$ cat src/design/ecl_pkg.sv
// package for the expression character lexer: token kinds, error codes,
// lexer modes, result records and the character classification functions
// no dependencies
package ecl_pkg;

  // queue between the classifier and the result sequencer
  localparam int unsigned QDepth = 4;
  localparam int unsigned QPtrW  = $clog2(QDepth);
  localparam int unsigned MaxRes = 3;

  typedef logic [4:0] kind_t;
  typedef logic [2:0] err_t;
  typedef logic [1:0] rcnt_t;

  // token kinds
  localparam kind_t K_INT   = 5'd0;
  localparam kind_t K_IDENT = 5'd1;
  localparam kind_t K_ADD   = 5'd2;
  localparam kind_t K_SUB   = 5'd3;
  localparam kind_t K_MUL   = 5'd4;
  localparam kind_t K_DIV   = 5'd5;
  localparam kind_t K_MOD   = 5'd6;
  localparam kind_t K_XOR   = 5'd7;
  localparam kind_t K_INV   = 5'd8;
  localparam kind_t K_QUES  = 5'd9;
  localparam kind_t K_COLON = 5'd10;
  localparam kind_t K_LT    = 5'd11;
  localparam kind_t K_LE    = 5'd12;
  localparam kind_t K_SHL   = 5'd13;
  localparam kind_t K_GT    = 5'd14;
  localparam kind_t K_GE    = 5'd15;
  localparam kind_t K_SHR   = 5'd16;
  localparam kind_t K_NOT   = 5'd17;
  localparam kind_t K_NE    = 5'd18;
  localparam kind_t K_EQ    = 5'd19;
  localparam kind_t K_BAND  = 5'd20;
  localparam kind_t K_LAND  = 5'd21;
  localparam kind_t K_BOR   = 5'd22;
  localparam kind_t K_LOR   = 5'd23;
  localparam kind_t K_LPAR  = 5'd24;
  localparam kind_t K_RPAR  = 5'd25;
  localparam kind_t K_LBRK  = 5'd26;
  localparam kind_t K_RBRK  = 5'd27;
  localparam kind_t K_STR   = 5'd28;
  localparam kind_t K_NONE  = 5'd31;

  // error codes
  localparam err_t E_OK         = 3'd0;
  localparam err_t E_EMPTY_HEX  = 3'd1;
  localparam err_t E_BAD_EQUAL  = 3'd2;
  localparam err_t E_OPEN_STR   = 3'd3;
  localparam err_t E_BAD_CHAR   = 3'd4;

  // characters
  localparam logic [7:0] CH_SPACE = 8'h20;
  localparam logic [7:0] CH_BANG  = 8'h21;
  localparam logic [7:0] CH_QUOTE = 8'h22;
  localparam logic [7:0] CH_PCT   = 8'h25;
  localparam logic [7:0] CH_AMP   = 8'h26;
  localparam logic [7:0] CH_LPAR  = 8'h28;
  localparam logic [7:0] CH_RPAR  = 8'h29;
  localparam logic [7:0] CH_STAR  = 8'h2A;
  localparam logic [7:0] CH_PLUS  = 8'h2B;
  localparam logic [7:0] CH_MINUS = 8'h2D;
  localparam logic [7:0] CH_SLASH = 8'h2F;
  localparam logic [7:0] CH_0     = 8'h30;
  localparam logic [7:0] CH_9     = 8'h39;
  localparam logic [7:0] CH_COLON = 8'h3A;
  localparam logic [7:0] CH_LT    = 8'h3C;
  localparam logic [7:0] CH_EQ    = 8'h3D;
  localparam logic [7:0] CH_GT    = 8'h3E;
  localparam logic [7:0] CH_QMARK = 8'h3F;
  localparam logic [7:0] CH_UA    = 8'h41;
  localparam logic [7:0] CH_UF    = 8'h46;
  localparam logic [7:0] CH_LBRK  = 8'h5B;
  localparam logic [7:0] CH_RBRK  = 8'h5D;
  localparam logic [7:0] CH_CARET = 8'h5E;
  localparam logic [7:0] CH_LA    = 8'h61;
  localparam logic [7:0] CH_LF    = 8'h66;
  localparam logic [7:0] CH_T     = 8'h74;
  localparam logic [7:0] CH_X     = 8'h78;
  localparam logic [7:0] CH_BAR   = 8'h7C;
  localparam logic [7:0] CH_TILDE = 8'h7E;
  localparam logic [7:0] CASE_BIT = 8'h20;

  typedef enum logic [2:0] {
    M_IDLE,
    M_DEC,
    M_HEX0,
    M_HEX,
    M_OP,
    M_QOPEN,
    M_QIN
  } mode_e;

  typedef struct packed {
    kind_t      kind;
    logic [7:0] ch;
    logic       has;
    logic       st;
    logic       en;
    err_t       err;
    logic       done;
    logic       last;
  } res_t;

  // all results caused by one accepted byte
  typedef struct packed {
    rcnt_t                  cnt;
    res_t [MaxRes-1:0]      rec;
  } bundle_t;

  function automatic res_t mk_res(kind_t kind, logic [7:0] ch, logic has, logic st,
                                  logic en, err_t err);
    res_t r;
    r.kind = kind;
    r.ch   = ch;
    r.has  = has;
    r.st   = st;
    r.en   = en;
    r.err  = err;
    r.done = 1'b0;
    r.last = 1'b0;
    return r;
  endfunction

  function automatic logic is_dec(logic [7:0] c);
    return c inside {[CH_0:CH_9]};
  endfunction

  function automatic logic is_hexd(logic [7:0] c);
    return c inside {[CH_0:CH_9], [CH_LA:CH_LF], [CH_UA:CH_UF]};
  endfunction

  function automatic kind_t single_kind(logic [7:0] c);
    kind_t k;
    case (c)
      CH_T:     k = K_IDENT;
      CH_PLUS:  k = K_ADD;
      CH_MINUS: k = K_SUB;
      CH_STAR:  k = K_MUL;
      CH_SLASH: k = K_DIV;
      CH_PCT:   k = K_MOD;
      CH_CARET: k = K_XOR;
      CH_TILDE: k = K_INV;
      CH_QMARK: k = K_QUES;
      CH_COLON: k = K_COLON;
      CH_LPAR:  k = K_LPAR;
      CH_RPAR:  k = K_RPAR;
      CH_LBRK:  k = K_LBRK;
      CH_RBRK:  k = K_RBRK;
      default:  k = K_NONE;
    endcase
    return k;
  endfunction

  function automatic kind_t pending_kind(logic [7:0] c);
    kind_t k;
    case (c)
      CH_LT:   k = K_LT;
      CH_GT:   k = K_GT;
      CH_BANG: k = K_NOT;
      CH_EQ:   k = K_EQ;
      CH_AMP:  k = K_BAND;
      CH_BAR:  k = K_BOR;
      default: k = K_NONE;
    endcase
    return k;
  endfunction

  function automatic kind_t pair_kind(logic [7:0] a, logic [7:0] b);
    kind_t k;
    case ({a, b})
      {CH_LT, CH_LT}:     k = K_SHL;
      {CH_LT, CH_EQ}:     k = K_LE;
      {CH_GT, CH_GT}:     k = K_SHR;
      {CH_GT, CH_EQ}:     k = K_GE;
      {CH_BANG, CH_EQ}:   k = K_NE;
      {CH_EQ, CH_EQ}:     k = K_EQ;
      {CH_AMP, CH_AMP}:   k = K_LAND;
      {CH_BAR, CH_BAR}:   k = K_LOR;
      default:            k = K_NONE;
    endcase
    return k;
  endfunction

endpackage

$ cat src/design/expression_char_lexer_unit.sv
// top level of the expression character lexer
// uses ecl_pkg, ecl_front, ecl_queue, ecl_back
//
// usage
//   input channel: one text byte per item (in_char_i) with end_of_input_i on
//   the final byte of an expression; in_valid_i / in_ready_o handshake
//   output channel: one lexeme character per item with kind, start and end
//   marks, error code, stream_done and last; out_valid_o / out_ready_i
//   an accepted byte causes zero to three output items; bytes causing none
//   (spaces, the first character of a held token, bytes after an error)
//   produce nothing on the output
//   path: with queue and output register empty, an accepted byte's results
//   are written into the queue as one bundle and then loaded into the output register
//   throughput: one byte per cycle while each byte causes at most one
//   result and the receiver is ready; the results of one byte pass the output
//   register in turn, and the four-entry bundle queue absorbs short bursts
//   when the receiver stalls, results wait in the output register and the
//   queue; in_ready_o falls only once the queue is full
//   reset: lexer returns to idle between tokens, queue and output empty;
//   end of input also returns the lexer to that state
module expression_char_lexer_unit
  import ecl_pkg::*;
(
  input  logic       clk_i,
  input  logic       rst_ni,
  input  logic       in_valid_i,
  output logic       in_ready_o,
  input  logic [7:0] in_char_i,
  input  logic       end_of_input_i,
  output logic       out_valid_o,
  input  logic       out_ready_i,
  output logic [4:0] token_kind_o,
  output logic [7:0] lexeme_char_o,
  output logic       has_char_o,
  output logic       token_start_o,
  output logic       token_end_o,
  output logic [2:0] error_code_o,
  output logic       stream_done_o,
  output logic       last_o
);

  logic    q_full, q_empty;
  logic    push, pop;
  logic    in_acc;
  bundle_t front_bundle, head_bundle;
  res_t    out_rec;

  // front stalls only when the bundle queue has no room
  assign in_ready_o = !q_full;
  assign in_acc     = in_valid_i && in_ready_o;

  // classifier: lexer state advances on every accepted byte
  ecl_front u_front (
    .clk_i    (clk_i),
    .rst_ni   (rst_ni),
    .accept_i (in_acc),
    .char_i   (in_char_i),
    .eoi_i    (end_of_input_i),
    .push_o   (push),
    .bundle_o (front_bundle)
  );

  // decouples byte intake from result delivery
  ecl_queue u_queue (
    .clk_i   (clk_i),
    .rst_ni  (rst_ni),
    .push_i  (push),
    .din_i   (front_bundle),
    .full_o  (q_full),
    .pop_i   (pop),
    .dout_o  (head_bundle),
    .empty_o (q_empty)
  );

  // serializes each bundle into single output items
  ecl_back u_back (
    .clk_i       (clk_i),
    .rst_ni      (rst_ni),
    .head_i      (head_bundle),
    .empty_i     (q_empty),
    .pop_o       (pop),
    .out_valid_o (out_valid_o),
    .out_ready_i (out_ready_i),
    .out_o       (out_rec)
  );

  assign token_kind_o  = out_rec.kind;
  assign lexeme_char_o = out_rec.ch;
  assign has_char_o    = out_rec.has;
  assign token_start_o = out_rec.st;
  assign token_end_o   = out_rec.en;
  assign error_code_o  = out_rec.err;
  assign stream_done_o = out_rec.done;
  assign last_o        = out_rec.last;

endmodule

$ cat src/design/ecl_front.sv
// classifier of the expression character lexer: lexer state and the
// bundle of results for each accepted byte; uses ecl_pkg
module ecl_front
  import ecl_pkg::*;
(
  input  logic       clk_i,
  input  logic       rst_ni,
  input  logic       accept_i,
  input  logic [7:0] char_i,
  input  logic       eoi_i,
  output logic       push_o,
  output bundle_t    bundle_o
);

  mode_e      mode_q, mode_d;
  logic [7:0] hc_q, hc_d;
  kind_t      hk_q, hk_d;
  logic       hs_q, hs_d;
  logic       lz_q, lz_d;
  logic       el_q, el_d;

  always_comb begin
    mode_e             mode;
    logic [7:0]        hc;
    kind_t             hk;
    logic              hs;
    logic              lz;
    logic              el;
    logic              do_begin;
    kind_t             k;
    rcnt_t             n;
    res_t [MaxRes-1:0] rec;

    mode     = mode_q;
    hc       = hc_q;
    hk       = hk_q;
    hs       = hs_q;
    lz       = lz_q;
    el       = el_q;
    do_begin = 1'b0;
    k        = K_NONE;
    n        = '0;
    rec      = '0;

    if (!el_q) begin
      case (mode_q)
        M_DEC: begin
          if (is_dec(char_i)) begin
            rec[n] = mk_res(hk, hc, 1'b1, hs, 1'b0, E_OK);
            n = n + 2'd1;
            hc = char_i; hk = K_INT; hs = 1'b0; lz = 1'b0;
          end else if (((char_i | CASE_BIT) == CH_X) && lz_q) begin
            rec[n] = mk_res(hk, hc, 1'b1, hs, 1'b0, E_OK);
            n = n + 2'd1;
            hc = char_i; hk = K_INT; hs = 1'b0; lz = 1'b0;
            mode = M_HEX0;
          end else begin
            rec[n] = mk_res(hk, hc, 1'b1, hs, 1'b1, E_OK);
            n = n + 2'd1;
            do_begin = 1'b1;
          end
        end
        M_HEX0: begin
          if (is_hexd(char_i)) begin
            rec[n] = mk_res(hk, hc, 1'b1, hs, 1'b0, E_OK);
            n = n + 2'd1;
            hc = char_i; hk = K_INT; hs = 1'b0;
            mode = M_HEX;
          end else begin
            rec[n] = mk_res(K_INT, 8'h00, 1'b0, 1'b0, 1'b0, E_EMPTY_HEX);
            n = n + 2'd1;
            el = 1'b1;
            mode = M_IDLE;
          end
        end
        M_HEX: begin
          if (is_hexd(char_i)) begin
            rec[n] = mk_res(hk, hc, 1'b1, hs, 1'b0, E_OK);
            n = n + 2'd1;
            hc = char_i; hk = K_INT; hs = 1'b0;
          end else begin
            rec[n] = mk_res(hk, hc, 1'b1, hs, 1'b1, E_OK);
            n = n + 2'd1;
            do_begin = 1'b1;
          end
        end
        M_OP: begin
          k = pair_kind(hc_q, char_i);
          if (k != K_NONE) begin
            rec[n] = mk_res(k, hc_q, 1'b1, 1'b1, 1'b0, E_OK);
            n = n + 2'd1;
            rec[n] = mk_res(k, char_i, 1'b1, 1'b0, 1'b1, E_OK);
            n = n + 2'd1;
            mode = M_IDLE;
          end else if (hc_q == CH_EQ) begin
            rec[n] = mk_res(K_INT, 8'h00, 1'b0, 1'b0, 1'b0, E_BAD_EQUAL);
            n = n + 2'd1;
            el = 1'b1;
            mode = M_IDLE;
          end else begin
            rec[n] = mk_res(hk, hc, 1'b1, hs, 1'b1, E_OK);
            n = n + 2'd1;
            do_begin = 1'b1;
          end
        end
        M_QOPEN: begin
          if (char_i == CH_QUOTE) begin
            rec[n] = mk_res(K_STR, 8'h00, 1'b0, 1'b1, 1'b1, E_OK);
            n = n + 2'd1;
            mode = M_IDLE;
          end else begin
            hc = char_i; hk = K_STR; hs = 1'b1;
            mode = M_QIN;
          end
        end
        M_QIN: begin
          if (char_i == CH_QUOTE) begin
            rec[n] = mk_res(hk, hc, 1'b1, hs, 1'b1, E_OK);
            n = n + 2'd1;
            mode = M_IDLE;
          end else begin
            rec[n] = mk_res(hk, hc, 1'b1, hs, 1'b0, E_OK);
            n = n + 2'd1;
            hc = char_i; hk = K_STR; hs = 1'b0;
          end
        end
        default: begin
          do_begin = 1'b1;
        end
      endcase

      // byte starts a fresh token
      if (do_begin) begin
        mode = M_IDLE;
        if (char_i == CH_SPACE) begin
          mode = M_IDLE;
        end else if (is_dec(char_i)) begin
          hc = char_i; hk = K_INT; hs = 1'b1;
          lz = (char_i == CH_0);
          mode = M_DEC;
        end else if (single_kind(char_i) != K_NONE) begin
          rec[n] = mk_res(single_kind(char_i), char_i, 1'b1, 1'b1, 1'b1, E_OK);
          n = n + 2'd1;
        end else if (pending_kind(char_i) != K_NONE) begin
          hc = char_i; hk = pending_kind(char_i); hs = 1'b1;
          mode = M_OP;
        end else if (char_i == CH_QUOTE) begin
          mode = M_QOPEN;
        end else begin
          rec[n] = mk_res(K_INT, 8'h00, 1'b0, 1'b0, 1'b0, E_BAD_CHAR);
          n = n + 2'd1;
          el = 1'b1;
          mode = M_IDLE;
        end
      end
    end

    if (eoi_i) begin
      // flush whatever is pending
      if (!el) begin
        case (mode)
          M_DEC, M_HEX: begin
            rec[n] = mk_res(hk, hc, 1'b1, hs, 1'b1, E_OK);
            n = n + 2'd1;
          end
          M_HEX0: begin
            rec[n] = mk_res(K_INT, 8'h00, 1'b0, 1'b0, 1'b0, E_EMPTY_HEX);
            n = n + 2'd1;
          end
          M_OP: begin
            if (hc == CH_EQ) begin
              rec[n] = mk_res(K_INT, 8'h00, 1'b0, 1'b0, 1'b0, E_BAD_EQUAL);
            end else begin
              rec[n] = mk_res(hk, hc, 1'b1, hs, 1'b1, E_OK);
            end
            n = n + 2'd1;
          end
          M_QOPEN, M_QIN: begin
            rec[n] = mk_res(K_INT, 8'h00, 1'b0, 1'b0, 1'b0, E_OPEN_STR);
            n = n + 2'd1;
          end
          default: begin
          end
        endcase
      end
      if (n == '0) begin
        rec[n] = mk_res(K_INT, 8'h00, 1'b0, 1'b0, 1'b0, E_OK);
        n = n + 2'd1;
      end
      rec[n - 2'd1].done = 1'b1;
      mode = M_IDLE;
      hc   = '0;
      hk   = K_INT;
      hs   = 1'b0;
      lz   = 1'b0;
      el   = 1'b0;
    end

    if (n != '0) begin
      rec[n - 2'd1].last = 1'b1;
    end

    mode_d       = mode;
    hc_d         = hc;
    hk_d         = hk;
    hs_d         = hs;
    lz_d         = lz;
    el_d         = el;
    bundle_o.cnt = n;
    bundle_o.rec = rec;
    push_o       = accept_i && (n != '0);
  end

  always_ff @(posedge clk_i or negedge rst_ni) begin
    if (!rst_ni) begin
      mode_q <= M_IDLE;
      hc_q   <= '0;
      hk_q   <= K_INT;
      hs_q   <= 1'b0;
      lz_q   <= 1'b0;
      el_q   <= 1'b0;
    end else if (accept_i) begin
      mode_q <= mode_d;
      hc_q   <= hc_d;
      hk_q   <= hk_d;
      hs_q   <= hs_d;
      lz_q   <= lz_d;
      el_q   <= el_d;
    end
  end

endmodule

$ cat src/design/ecl_queue.sv
// small queue of result bundles between classifier and sequencer
// uses ecl_pkg
module ecl_queue
  import ecl_pkg::*;
(
  input  logic    clk_i,
  input  logic    rst_ni,
  input  logic    push_i,
  input  bundle_t din_i,
  output logic    full_o,
  input  logic    pop_i,
  output bundle_t dout_o,
  output logic    empty_o
);

  localparam int unsigned CntW = $clog2(QDepth + 1);

  bundle_t           mem_q [QDepth];
  logic [QPtrW-1:0]  wr_q, rd_q;
  logic [CntW-1:0]   cnt_q;
  logic              do_push, do_pop;

  assign full_o  = (cnt_q == CntW'(QDepth));
  assign empty_o = (cnt_q == '0);
  assign dout_o  = mem_q[rd_q];
  assign do_push = push_i && !full_o;
  assign do_pop  = pop_i && !empty_o;

  always_ff @(posedge clk_i) begin
    if (do_push) begin
      mem_q[wr_q] <= din_i;
    end
  end

  always_ff @(posedge clk_i or negedge rst_ni) begin
    if (!rst_ni) begin
      wr_q  <= '0;
      rd_q  <= '0;
      cnt_q <= '0;
    end else begin
      if (do_push) begin
        wr_q <= wr_q + 1'b1;
      end
      if (do_pop) begin
        rd_q <= rd_q + 1'b1;
      end
      if (do_push && !do_pop) begin
        cnt_q <= cnt_q + 1'b1;
      end else if (do_pop && !do_push) begin
        cnt_q <= cnt_q - 1'b1;
      end
    end
  end

endmodule

$ cat src/design/ecl_back.sv
// result sequencer: walks the records of the head bundle into the output
// register, one per cycle unless the receiver holds the output; uses ecl_pkg
module ecl_back
  import ecl_pkg::*;
(
  input  logic    clk_i,
  input  logic    rst_ni,
  input  bundle_t head_i,
  input  logic    empty_i,
  output logic    pop_o,
  output logic    out_valid_o,
  input  logic    out_ready_i,
  output res_t    out_o
);

  logic  ov_q;
  res_t  out_q;
  rcnt_t idx_q;
  logic  load;
  logic  final_rec;

  assign load        = !empty_i && (!ov_q || out_ready_i);
  assign final_rec   = (idx_q == (head_i.cnt - 2'd1));
  assign pop_o       = load && final_rec;
  assign out_valid_o = ov_q;
  assign out_o       = out_q;

  always_ff @(posedge clk_i) begin
    if (load) begin
      out_q <= head_i.rec[idx_q];
    end
  end

  always_ff @(posedge clk_i or negedge rst_ni) begin
    if (!rst_ni) begin
      ov_q  <= 1'b0;
      idx_q <= '0;
    end else begin
      ov_q <= load || (ov_q && !out_ready_i);
      if (load) begin
        idx_q <= final_rec ? '0 : idx_q + 2'd1;
      end
    end
  end

endmodule

$ cat config.mk
export PLATFORM = sky130hd
export DESIGN_NAME = expression_char_lexer_unit
export DESIGN_NICKNAME = d
export VERILOG_FILES = /design/src/design/ecl_pkg.sv /design/src/design/expression_char_lexer_unit.sv /design/src/design/ecl_front.sv /design/src/design/ecl_queue.sv /design/src/design/ecl_back.sv
export SDC_FILE = /design/constraint.sdc
export NUM_CORES = 1
export LEC_CHECK = 0
export ABC_AREA = 1
export BUFFER_PORTS_ARGS = -buffer_cell sky130_fd_sc_hd__clkbuf_2
export CORE_UTILIZATION = 45
export CTS_CLUSTER_DIAMETER = 100
export DETAILED_ROUTE_END_ITERATION = 8
export PLACE_DENSITY = 0.62
export SLEW_MARGIN = 30
export SYNTH_ARGS = -nofsm -noshare
export SYNTH_HDL_FRONTEND = slang
export SYNTH_SLANG_ARGS = --single-unit
$ cat constraint.sdc
create_clock -name clk_i -period 14.2 [get_ports clk_i]
set_input_delay 0.71 -clock clk_i [delete_from_list [all_inputs] [get_ports clk_i]]
set_output_delay 0.71 -clock clk_i [all_outputs]
set_load 0.02 [all_outputs]
Word-level counts from Yosys, hierarchy flattened
Memory sizes are Yosys's and may differ from the RTL's.
Cells that the tools add are included.
Operators by class
  $add $sub $neg: 11
  order comparisons: 17
  equal/unequal tests: 52
  muxes and demuxes: 164
  bitwise operators: 14
  reductions and logical operators: 39
Operator list (number)
  two-way mux 63 bit: 14
  bitwise mux 63 bit: 4
  two-way mux 21 bit: 12
  case mux 63 bit (4 select lines): 1
  demux 21 bit (select 2 bit): 5
  NOT 60 bit: 3
  == test 8 x 6 -> 1 bit, second input constant: 19
  two-way mux 5 bit: 27
  case mux 21 bit (6 select lines): 1
  AND 60 bit: 2
  == test 16 x 14 -> 1 bit, second input constant: 7
  two-way mux 8 bit: 11
  case mux 5 bit (14 select lines): 1
  AND 63 bit: 1
  NOT 63 bit: 1
  AND 40 x 60 -> 60 bit: 1
  AND 57 bit: 1
  NOT 57 bit: 1
  == test 8 x 7 -> 1 bit, second input constant: 6
  two-way mux 3 bit: 16
  binary-select mux 21 bit (select 2 bit): 1
  two-way mux 1 bit: 40
  case mux 5 bit (8 select lines): 1
  two-way mux 2 bit: 18
  41 further kinds: 103
Word-level totals
  flip-flop bits (word level): 50
  RAM bits: 260
  logic and storage cells: 317
  memories: 1
Memory list
  u_queue.mem_q: depth 4, bits a word 65, read ports 1, clocked after memory_dff 0, wr ports 1, line ecl_queue.sv:18  | bundle_t mem_q [QDepth];

Longest topological paths before layout
Gate-level depths: netlist (run 1).
  depth in word-level cells: 40
  depth in mapped cells: 37
  gate-level depth less buffers: 36

By module
From an unflattened synthesis (run 1), not the netlist that was laid out.
Unflattened totals
  cells, all modules: 1839
  area total of the unflattened synthesis: 16831.1 um2
Modules (own cells, without submodules)
  ecl_queue: times used 1, cells an instance 819, area each 10671.5 um2, seq. area each 7982.7 um2
  ecl_front: times used 1, cells an instance 865, area each 4688.2 um2, seq. area each 475.5 um2
  ecl_back: times used 1, cells an instance 152, area each 1457.6 um2, seq. area each 705.7 um2
  expression_char_lexer_unit: times used 1, cells an instance 3, area each 13.8 um2, seq. area each 0.0 um2

Worst setup path before layout (run 1)
OpenSTA, ideal clock, no wires.
  kind: input to register
  from: in in_char_i[4]
  to: mem u_queue.mem_q[0][0] in the netlist's numbering, enable pin
  library setup time: 484 ps
  arrival: 6649 ps
  data required time: 13716 ps
  path slack: 7066 ps
  stages: 30
  cells stage by stage: buf_2 > nand2_1 > inv_1 > nand2_2 > nor2_1 > nand2_1 > nand2_1 > nor2_2 > nand2_2 > nor2_1 > inv_1 > nand3_1 > inv_1 > ha_1 > nor2_1 > nand3_1 > a21oi_1 > inv_1 > ha_1 > nand3b_1 > nand2_1 > inv_1 > ha_1 > inv_1 > nand2_1 > nand2_1 > nand2_2 > nand2_2 > nand2_4 > nor2_1
Between the ends
  word-level cells in the longest chain between the ends: 29
  elaborated cells between the ends (all ways): 121
RTL lines
  start: declaration: line expression_char_lexer_unit.sv:28  | input logic [7:0] in_char_i,
  == test 16 x 15 -> 1 bit / == test 16 x 14 -> 1 bit (equally long branches): line ecl_pkg.sv:173  | case ({a, b})
  case mux 5 bit (8 select lines): line ecl_pkg.sv:173
  two-way mux 5 bit: line ecl_front.sv:46  | case (mode_q)
  two-way mux 5 bit: line ecl_front.sv:45  | if (!el_q) begin
  != test 5 bit: line ecl_front.sv:89  | if (k != K_NONE) begin
  two-way mux 2 bit: line ecl_front.sv:89
  case mux 2 bit (3 select lines): line ecl_front.sv:46
  two-way mux 2 bit: line ecl_front.sv:45
  (+13 left out)
  two-way mux 2 bit: line ecl_front.sv:186  | if (n == '0) begin
  two-way mux 2 bit: line ecl_front.sv:158  | if (eoi_i) begin
  two-way mux 2 bit *: line ecl_front.sv:158
  nonzero test 2 bit *: line ecl_front.sv:211  | push_o = accept_i && (n != '0);
  logical AND 1 bit *: line ecl_front.sv:211
  logical AND 1 bit *: line ecl_queue.sv:26  | assign do_push = push_i && !full_o;
  two-way mux 1 bit *: line ecl_queue.sv:30  | if (do_push) begin
  two-way mux 1 bit (implied by the code) *: line ecl_queue.sv:31  | mem_q[wr_q] <= din_i;
  end: declaration: line ecl_queue.sv:18
Mark *: on every way between the ends. The rest lies on a longest branch, timed or not. The select of a mux whose other input is x is not followed.

Worst setup path after layout (run 1)
  from: reg u_front.hc_q[0]
  to: mem u_queue.mem_q[1][29] in the netlist's numbering, enable pin
Between the ends
  word-level cells in the longest chain between the ends: 29
  elaborated cells between the ends (all ways): 64
RTL lines
  start: declaration: line ecl_front.sv:16  | logic [7:0] hc_q, hc_d;
  start signal: assignment: line ecl_front.sv:217  | hc_q <= '0;
  start signal: assignment: line ecl_front.sv:224  | hc_q <= hc_d;
  == test 16 x 15 -> 1 bit / == test 16 x 14 -> 1 bit (equally long branches): line ecl_pkg.sv:173
  case mux 5 bit (8 select lines): line ecl_pkg.sv:173
  two-way mux 5 bit: line ecl_front.sv:46
  two-way mux 5 bit: line ecl_front.sv:45
  != test 5 bit: line ecl_front.sv:89
  two-way mux 2 bit: line ecl_front.sv:89
  case mux 2 bit (3 select lines): line ecl_front.sv:46
  two-way mux 2 bit: line ecl_front.sv:45
  (+13 left out)
  two-way mux 2 bit: line ecl_front.sv:186
  two-way mux 2 bit: line ecl_front.sv:158
  two-way mux 2 bit *: line ecl_front.sv:158
  nonzero test 2 bit *: line ecl_front.sv:211
  logical AND 1 bit *: line ecl_front.sv:211
  logical AND 1 bit *: line ecl_queue.sv:26
  two-way mux 1 bit *: line ecl_queue.sv:30
  two-way mux 1 bit (implied by the code) *: line ecl_queue.sv:31
Marked as above.

==> results of run 1 <==
per-stage QoR:
step                cells  hold WS [ps]  setup slack, ps  total power [W]  cell area (um2)
floorplan            1597           414             7070          0.00276            15300
global placement     2025           487             8340          0.00334            15900
detailed placement   2025           531             8230          0.00335            15900
CTS                  2080           290             8670          0.00410            16800
global route         2081           288             8210          0.00437            16900
finish               2081           247             8670          0.00412            16900
cells in the final DEF, fill, tap and decap left out, types with 6 or more instances in the layout:
master	count
nand2_1	292
edfxtp_1	273
nor2_1	218
o21ai_0	174
inv_1	121
o22ai_1	72
a21oi_1	50
nand3_1	47
clkbuf_2	34
clkbuf_16	31
o221ai_1	28
dfrtp_1	26
nand2_2	22
o211ai_1	17
inv_2	15
ha_1	15
o21ai_1	14
buf_4	13
nand4_1	12
nor2_2	11
nor3_1	11
clkbuf_1	11
nor2_4	10
a32o_1	9
conb_1	8
o2111ai_1	6
clkinv_2	6
report_power, final:
part / switching, W / internal (W) / total [W]
clock network: 0.000329 / 0.000416 / 0.000745
logic: 0.00142 / 0.000521 / 0.00195
registers: 0.000107 / 0.00132 / 0.00143
cell type report:
cell class              count  share of cell area (%)
flip-flops and latches    302                    52.9
multi-input cells        1087                    33.4
clock buffers              45                    5.09
well taps                 448                    3.32
inverters                 138                    3.08
repair buffers             51                    1.91
clock inverters            10                   0.319
worst min-delay path by stage:
stage	from	endpoint	slack, ps	depth (start not counted)
2_1_floorplan	rst_ni	u_back.idx_q[0]	410	0
3_3_place_gp	u_queue.cnt_q[2]	u_queue.cnt_q[2]	490	1
3_5_place_dp	u_queue.wr_q[0]	u_queue.wr_q[0]	530	2
4_1_cts	rst_ni	u_front.mode_q[2]	290	1
5_1_grt	rst_ni	u_front.hc_q[2]	290	1
6_report	rst_ni	u_front.mode_q[2]	250	1
worst max-delay path: cells and delay by family (launching register included):
family	cells	cell delay, ps
AND/OR/NAND/NOR	20	2310
buffers and inverters	7	1410
adder cells (fa/ha/maj)	3	780
flip-flops	1	370
AO/OA/AOI/OAI	1	190
registers in the layout, indices dropped and copies added (netlist names), 2 cells and up:
register / flops
u_queue.wr_q: 2
u_queue.rd_q: 2
u_front.hc_q: 8
u_back.out_o: 21
u_queue.mem_q: 252
u_front.mode_q: 3
u_front.hk_q: 5
u_queue.cnt_q: 3
u_back.idx_q: 2
routing by layer:
metal,vias up,part of all wire [%]
li1,5653,-
met1,5931,45
met2,464,46
met3,57,6.5
met4,0,2.8
met5,-,0
kinds of logic (layout without fill, tap and decap cells):
logic type | count (synthesis) | in the layout
flops | 302 | 302
simple gates | 650 | 650
compound gates | 406 | 406
fa+ha+maj | 16 | 16
buf+inv | 208 | 244
other cells | 1 | 8
xor+xnor | 6 | 6
mux | 1 | 1
==> impl_metrics.json, run 1 <==
{
  "outcome": "finished clean",
  "htree_num_levels": 1,
  "synthCells": 1590,
  "clock_latency_ps": 570,
  "pwr_density_cell_nw_per_um2": 244,
  "syn_area_um2": 15300,
  "worstMarginPinSlew_ps": 969,
  "fin_util_pct": 50.5,
  "ctsHoldBuffers": 0,
  "maxSlewViolCount": 0,
  "drive_above_1_share_pct": 11.1,
  "multi_input_comb_area_um2": 5630,
  "synth_top_family_by_area": "simple AND/OR/NAND/NOR gates",
  "synth_area_per_cell_um2": 9.61,
  "r2r_setup_slack_ps": 8670,
  "finalWeightedCongestion": 0.952,
  "rr_startpoint": "u_front.hc_q[0]",
  "endpoint_kind": "register",
  "drt_wl_total_mm": 46.0,
  "use_met1_pct": 38.1,
  "r2r_end": "u_queue.mem_q[1][29]",
  "die_width_um": 186,
  "synth_most_common_cell": "nand2_1",
  "crit_path_max_fanout": 63,
  "slowest_delay_ps": 700,
  "fin_worst_skew_ps": 15.9,
  "die_area_um2": 34700,
  "track_usage_pct": 26.3,
  "cts_buffers": 31,
  "synth_area_leader_cell": "edfxtp_1",
  "synthAdderAreaFrac_pct": 1.36,
  "clock_sinks": 302,
  "setup_viol": 0,
  "antenna_found_initial": 0,
  "busiest_layer": "met2",
  "avgViaCountPerCell": 5.82,
  "ys_async_sr_fraction_pct": 9.60,
  "cts_root_buf": "clkbuf_16",
  "antenna_left": 0,
  "grt_max_degree": 91,
  "yosysWarnings": 0,
  "synthDistinctLibCells": 58,
  "nNetsFinal": 1640,
  "regArea_um2": 8930,
  "fill_cells": 3072,
  "hp-class": "input pin to async pin",
  "routedWlPerCell_um": 22.1,
  "cts-resized-gates": 0,
  "synth-seq-cells": 302,
  "first_global_vias": 11459,
  "placementRows": 67,
  "postCtsSetupBuffers": 0,
  "portBuffers": 35,
  "criticalPathCategory": "register to register",
  "route.detailed.drc": 0,
  "p_leak_nw": 6.35,
  "core_area_um2": 33400,
  "yosys-top-cells-count": "nand2_1, edfxtp_1, nor2_1, o21ai_0, inv_1",
  "drtIter0Drc": 1321,
  "synth_compound_area_share_pct": 16.1,
  "slowest_stage": "buf_4",
  "post-route-period-util_pct": 38.9,
  "ir_worst_vdd_mv": 0.141,
  "seq_area_frac_synth_pct": 58.4,
  "dp_hpwl_mm": 30.8,
  "ioPinCount": 36,
  "worstPathRequired_ps": 14390,
  "rsz0062_at_grt": "false",
  "drv_cap": 0,
  "vias": 12105,
  "clockBufferDepth": 3,
  "reg2regPathDepth": 31,
  "netlist.area_leader.share_pct": 53.6,
  "firstDrtPassIters": 5,
  "grt_use_met3_pct": 2.65,
  "synth-simple-area-share_pct": 18.4,
  "critPathLaunchType": "register",
  "slew_headroom_pct": 35.4,
  "arrival_ps": 5710,
  "tns_ps": 0,
  "crit_path_end": "u_queue.mem_q[1][29]",
  "synth-xor-area-share_pct": 0.344,
  "clkTransAtPathRegs_ps": 70,
  "fmax_mhz": 181,
  "syn_to_final_growth_pct": 10.4,
  "cts_tree": "done",
  "synth_top_flop_cell": "edfxtp_1",
  "diodes": 0,
  "met2_usage_pct": 41.7,
  "hold_viol": 0,
  "synthMuxAreaShare_pct": 0.0737,
  "grt_overflow": 0,
  "fin_crit_ps": 5530,
  "start_util_pct": 45.7,
  "crit_start": "u_front.hc_q[0]",
  "grt_pass1_wl_mm": 69.8,
  "synth_edf_count": 273,
  "dieHeight_um": 186,
  "ys_top_cells_by_area": "edfxtp_1, nand2_1, o21ai_0, nor2_1, dfrtp_1"
}
Power figures use the tool's default switching activity.
==> run 2: changes to the inputs <==
--- a/config.mk
+++ b/config.mk
@@ -5,7 +5,7 @@
 export SDC_FILE = /design/constraint.sdc
 export NUM_CORES = 1
 export LEC_CHECK = 0
-export ABC_AREA = 1
+export ABC_AREA = 0
 export BUFFER_PORTS_ARGS = -buffer_cell sky130_fd_sc_hd__clkbuf_2
 export CORE_UTILIZATION = 45
 export CTS_CLUSTER_DIAMETER = 100
==> constraint.sdc (replaced) <==
create_clock -name clk_i -period 5.1 [get_ports clk_i]
set_input_delay 0.255 -clock clk_i [delete_from_list [all_inputs] [get_ports clk_i]]
set_output_delay 0.255 -clock clk_i [all_outputs]
set_load 0.02 [all_outputs]
==> run 2 against run 1 <==
Against the previous run: synthesized cell count down 32%; die area fell by 3.1%; hold slack got worse by 74 ps; synthesized area fell by 3.1%; core utilization up 3.9 points; first-iteration DRC count shrank 31%; routed wire length decreased by 20%; total power grew 110%; clock skew decreased by 3.0 ps; maximum frequency is 13% higher; sequential share of layout area fell by 2.3 points; global-route usage decreased by 3.8 points; largest cell class unchanged.
==> impl_metrics.json, run 2 <==
{
  "netlist.area_leader.share_pct": 55.3,
  "die_area_um2": 33600,
  "cts_tree": "done",
  "nNetsFinal": 1255,
  "core_area_um2": 32500,
  "drive_above_1_share_pct": 27.2,
  "synth_top_flop_cell": "edfxtp_1",
  "clock_latency_ps": 510,
  "first_global_vias": 9836,
  "dp_hpwl_mm": 26.0,
  "seq_area_frac_synth_pct": 60.2,
  "htree_num_levels": 2,
  "synth_edf_count": 273,
  "grt_overflow": 0,
  "fin_crit_ps": 4900,
  "synth_area_leader_cell": "edfxtp_1",
  "synth_most_common_cell": "edfxtp_1",
  "synth-seq-cells": 302,
  "ys_async_sr_fraction_pct": 9.60,
  "hold_viol": 0,
  "pwr_density_cell_nw_per_um2": 499,
  "routedWlPerCell_um": 21.9,
  "synthDistinctLibCells": 101,
  "drv_cap": 0,
  "track_usage_pct": 22.6,
  "dieHeight_um": 183,
  "tns_ps": 0,
  "criticalPathCategory": "register to register",
  "final_common_cell": "edfxtp_1",
  "place_ws_ps": -173,
  "hp-class": "input pin to register",
  "yosysWarnings": 0,
  "clkTransAtPathRegs_ps": 60,
  "finalWeightedCongestion": 0.951,
  "fmax_mhz": 204,
  "hold_depth": 3,
  "clock_sinks": 302,
  "p_leak_nw": 6.43,
  "yosys-top-cells-count": "edfxtp_1, nand2_1, mux4_2, o21ai_0, nor2_1",
  "synth_area_per_cell_um2": 13.7,
  "placementRows": 66,
  "worst_slack_ps": 202,
  "drtIter0Drc": 916,
  "synthCells": 1078,
  "post-route-period-util_pct": 96.0,
  "arrival_ps": 5320,
  "largest_reg_flops": 252,
  "outcome": "finished clean",
  "avgViaCountPerCell": 5.88,
  "critPathLaunchType": "register",
  "r2r_setup_slack_ps": 200,
  "portBuffers": 35,
  "worstMarginPinSlew_ps": 902,
  "antenna_found_initial": 0,
  "antenna_left": 0,
  "slew_headroom_pct": 39.2,
  "syn_to_final_growth_pct": 19.1,
  "start_util_pct": 45.6,
  "final_cell_mix": "edfxtp_1, buf_4, nand2_1, mux4_2, o21ai_0",
  "clockBufferDepth": 3,
  "worstPathRequired_ps": 5520,
  "ir_worst_vdd_mv": 0.319,
  "die_width_um": 183,
  "grt_max_degree": 48,
  "ioPinCount": 36,
  "endpoint_kind": "register",
  "diodes": 0,
  "route.detailed.drc": 0,
  "ys_top_cells_by_area": "edfxtp_1, mux4_2, dfrtp_1, nand2_1, o21ai_0",
  "syn_area_um2": 14800,
  "firstDrtPassIters": 5,
  "cts_root_buf": "clkbuf_16",
  "top_register": "u_queue.mem_q",
  "reg2regPathDepth": 26,
  "drt_wl_total_mm": 37.0,
  "fin_worst_skew_ps": 13.0,
  "maxSlewViolCount": 0,
  "cts_buffers": 34,
  "grt_pass1_wl_mm": 57.5,
  "vias": 9969,
  "crit_path_max_fanout": 4,
  "setup_viol": 0
}
run 2: cell type report:
type,count,area (um2)
Clock buffer,51,956
Clock inverter,11,134
Fill cell,2686,14800
Inverter,42,158
Multi-Input combinational cell,670,5540
Sequential cell,302,8930
Tap cell,442,553
Timing Repair Buffer,176,1380
run 2: timing repair:
item	CTS	global route
gates resized for setup	4	10
setup buffers	6	2
pin swaps	8	13
endpoints found under the hold margin	30	0
setup endpoints to repair	2	354
hold buffers	2	0
gates cloned	0	0
run 2: per-layer routing:
layer  up-vias  share of wire (%)  global-route usage, %
li1       4536                  -                      -
met4         0                2.6                   7.43
met3        72                6.1                   3.86
met5         -                  0                      0
met2       339                 47                   35.4
met1      5022                 44                   31.9
run 2: critical path, cell delays in order, from the launching register on:
cell	delay, ps
dfrtp_1	400
or4bb_4	560
or3_4	360
a21oi_4	170
or2_1	170
o31ai_2	80
inv_1	90
ha_1	240
nor4b_2	240
a21oi_2	100
ha_1	270
nor2_1	120
o21ai_2	90
o21ai_2	200
inv_1	90
ha_2	200
nand2_1	70
nand2_1	70
o21ai_2	90
o21ai_2	100
a21oi_4	170
ha_2	190
inv_1	50
fa_2	330
xor2_1	140
nor2_1	110
xor2_1	140
run 2: logic make-up after synthesis:
| logic type | count (synthesis) | synth area share [%] |
|---|---|---|
| DFF | 302 | 60.2 |
| and+or+nand+nor | 280 | 10.1 |
| AOI/OAI and AO/OA | 268 | 13.2 |
| buffers and inverters | 113 | 3.17 |
| muxes | 86 | 11.1 |
| adders and majority gates | 17 | 1.47 |
| xor gates and xnor gates | 11 | 0.650 |
| other | 1 | 0.0253 |
run 2: path summary, 6_finish.rpt:
check	from	to
max	u_front.hc_q[0]	u_queue.cnt_q[2]
min	in_char_i[7]	u_front.hc_q[7]
max reg2reg	u_front.hc_q[0]	u_queue.cnt_q[2]
min reg2reg	u_queue.cnt_q[2]	u_queue.cnt_q[2]
max in group asynchronous	rst_ni	u_queue.rd_q[0]
min in group asynchronous	rst_ni	u_front.lz_q
run 2: through the flow:
| stage | util, % | area, um2 | total power [W] | cells | hold WS, ps |
|---|---|---|---|---|---|
| after global placement | 50.6 | 16400 | 0.00644 | 1622 | 449 |
| after detailed placement | 50.6 | 16400 | 0.00648 | 1622 | 448 |
| after floorplan | - | 14900 | 0.00554 | 1085 | -40.6 |
| after global routing | 54.4 | 17600 | 0.00926 | 1694 | 194 |
| final | 54.4 | 17600 | 0.00881 | 1694 | 173 |
| after CTS | 54.2 | 17600 | 0.00888 | 1692 | 153 |
run 2: power by group:
| group | internal (W) | total, W | switching (W) |
|---|---|---|---|
| logic | 0.00124 | 0.00286 | 0.00162 |
| clock network | 0.00141 | 0.00236 | 0.000947 |
| registers | 0.00335 | 0.00359 | 0.000235 |
| total | 0.00600 | 0.00881 | 0.00280 |
==> run 3: changes to the inputs <==
--- a/config.mk
+++ b/config.mk
@@ -11,7 +11,9 @@
 export CTS_CLUSTER_DIAMETER = 100
 export DETAILED_ROUTE_END_ITERATION = 8
 export PLACE_DENSITY = 0.62
+export RECOVER_POWER = 50
 export SLEW_MARGIN = 30
 export SYNTH_ARGS = -nofsm -noshare
 export SYNTH_HDL_FRONTEND = slang
 export SYNTH_SLANG_ARGS = --single-unit
+export TNS_END_PERCENT = 20
==> run 3 against run 2 <==
Against the previous run: the flow now finishes with violations (max-capacitance violations, max-slew violations); core utilization fell by 0.19 points; first-iteration DRC count grew 6.0%; register-to-register slack barely moved; flip-flop and latch count unchanged; combinational power barely moved; largest power group unchanged.
==> impl_metrics.json, run 3 (synthesized netlist as in run 2, its figures left out) <==
{
  "grt_max_degree": 48,
  "arrival_ps": 5330,
  "first_global_vias": 9836,
  "place_ws_ps": -173,
  "grt_overflow": 0,
  "drv_cap": 3,
  "avgViaCountPerCell": 5.89,
  "path_buf_inv": 2,
  "slowest_stage": "or4bb_4",
  "fin_worst_skew_ps": 13.9,
  "finalNonFillerCells": 1694,
  "core_area_um2": 32500,
  "busiest_layer": "met2",
  "nNetsFinal": 1255,
  "fin_crit_ps": 4910,
  "start_util_pct": 45.6,
  "use_met1_pct": 31.9,
  "finalWeightedCongestion": 0.951,
  "clock_sinks": 302,
  "drive_above_1_share_pct": 24.8,
  "cts_tree": "done",
  "die_width_um": 183,
  "vias": 9982,
  "portBuffers": 35,
  "clkTransAtPathRegs_ps": 60,
  "top_register": "u_queue.mem_q",
  "fill_cells": 2701,
  "firstDrtPassIters": 5,
  "largest_reg_flops": 252,
  "dieHeight_um": 183,
  "hold_viol": 0,
  "met2_usage_pct": 35.4,
  "cts_root_buf": "clkbuf_16",
  "antenna_left": 0,
  "worst_path_most_repeated_cell": "o21ai_2",
  "fmax_mhz": 204,
  "worstPathRequired_ps": 5520,
  "crit_path_max_fanout": 3,
  "die_area_um2": 33600,
  "outcome": "finished with violations",
  "drt_wl_total_mm": 37.1,
  "tns_ps": 0,
  "hp-class": "input pin to register",
  "htree_num_levels": 2,
  "endpoint_kind": "register",
  "slew_headroom_pct": -43.9,
  "slowest_delay_ps": 560,
  "maxSlewViolCount": 101,
  "placementRows": 66,
  "p_leak_nw": 6.35,
  "final_common_cell": "edfxtp_1",
  "worstMarginPinSlew_ps": 2160,
  "setup_viol": 0,
  "routedWlPerCell_um": 21.9,
  "post-route-period-util_pct": 96.2,
  "dp_hpwl_mm": 26.0,
  "track_usage_pct": 22.6,
  "diodes": 0,
  "path_delay_family": "simple AND/OR/NAND/NOR gates",
  "final_cell_mix": "edfxtp_1, buf_4, nand2_1, mux4_2, o21ai_0",
  "route.detailed.drc": 0,
  "antenna_found_initial": 0,
  "syn_to_final_growth_pct": 18.7,
  "drtIter0Drc": 971,
  "pwr_density_cell_nw_per_um2": 500,
  "clock_latency_ps": 510,
  "ioPinCount": 36,
  "violations": "max-capacitance violations, max-slew violations",
  "placed_cells": 1622,
  "critPathLaunchType": "register",
  "criticalPathCategory": "register to register",
  "cts_buffers": 34,
  "worst_slack_ps": 192,
  "clockBufferDepth": 3,
  "grt_use_met3_pct": 3.86,
  "ir_worst_vdd_mv": 0.318,
  "grt_pass1_wl_mm": 57.5
}
==> run 3: cell type report <==
type | count | area (um2) | area share (%)
Inverter | 42 | 158 | 0.897
Tap cell | 442 | 553 | 3.15
Clock buffer | 51 | 956 | 5.44
Sequential cell | 302 | 8920 | 50.8
Multi-Input combinational cell | 670 | 5530 | 31.4
Clock inverter | 11 | 134 | 0.761
Timing Repair Buffer | 176 | 1330 | 7.56
==> run 3: final timing paths <==
| path | endpoint | from | slack [ps] | depth (start not counted) |
|---|---|---|---|---|
| max | u_queue.cnt_q[2] | u_front.hc_q[0] | 190 | 25 |
| min | u_front.hc_q[7] | in_char_i[7] | 170 | 3 |
| max reg2reg | u_queue.cnt_q[2] | u_front.hc_q[0] | 190 | 25 |
| min reg2reg | u_queue.cnt_q[2] | u_queue.cnt_q[2] | 500 | 1 |
| max in group asynchronous | u_queue.rd_q[1] | rst_ni | 2790 | 2 |
| min in group asynchronous | u_front.lz_q | rst_ni | 910 | 2 |
==> run 3: worst register-to-register path: cells and delay by family (launching register included) <==
kind | cells | cell delay (ps)
AND/OR/NAND/NOR | 8 | 1650
adder cells (fa/ha/maj) | 5 | 1230
AO/OA/AOI/OAI | 8 | 1130
flip-flops | 1 | 390
XOR/XNOR | 2 | 280
buffers and inverters | 2 | 140
==> run 3: layer usage <==
metal	wire (um)	up-vias
li1	-	4540
met1	16700	5031
met2	17300	343
met3	2180	68
met4	912	0
met5	0	-
==> run 3: repair_timing <==
| action | CTS | global route |
|---|---|---|
| pin swaps | 8 | 13 |
| cloned | 0 | 0 |
| buffers inserted | 6 | 2 |
| resized for setup | 4 | 10 |
| hold endpoints to repair | 30 | 0 |
| hold buffers | 2 | 0 |
| endpoints found under the setup margin | 2 | 354 |
==> run 3: metrics by stage <==
step / cell area (um2) / hold WS [ps] / total power (W) / util (%)
after floorplan: 14900 / -40.6 / 0.00554 / -
after global placement: 16400 / 449 / 0.00644 / 50.6
after detailed placement: 16400 / 448 / 0.00648 / 50.6
after CTS: 17600 / 153 / 0.00888 / 54.2
after global routing: 17600 / 194 / 0.00925 / 54.2
final: 17600 / 173 / 0.00879 / 54.2
==> run 3: power by group <==
| part | leakage [nW] | internal, W | total [W] | switching, W |
|---|---|---|---|---|
| registers | 2.87 | 0.00335 | 0.00358 | 0.000235 |
| logic | 2.95 | 0.00122 | 0.00285 | 0.00163 |
| clock network | 0.531 | 0.00141 | 0.00236 | 0.000948 |
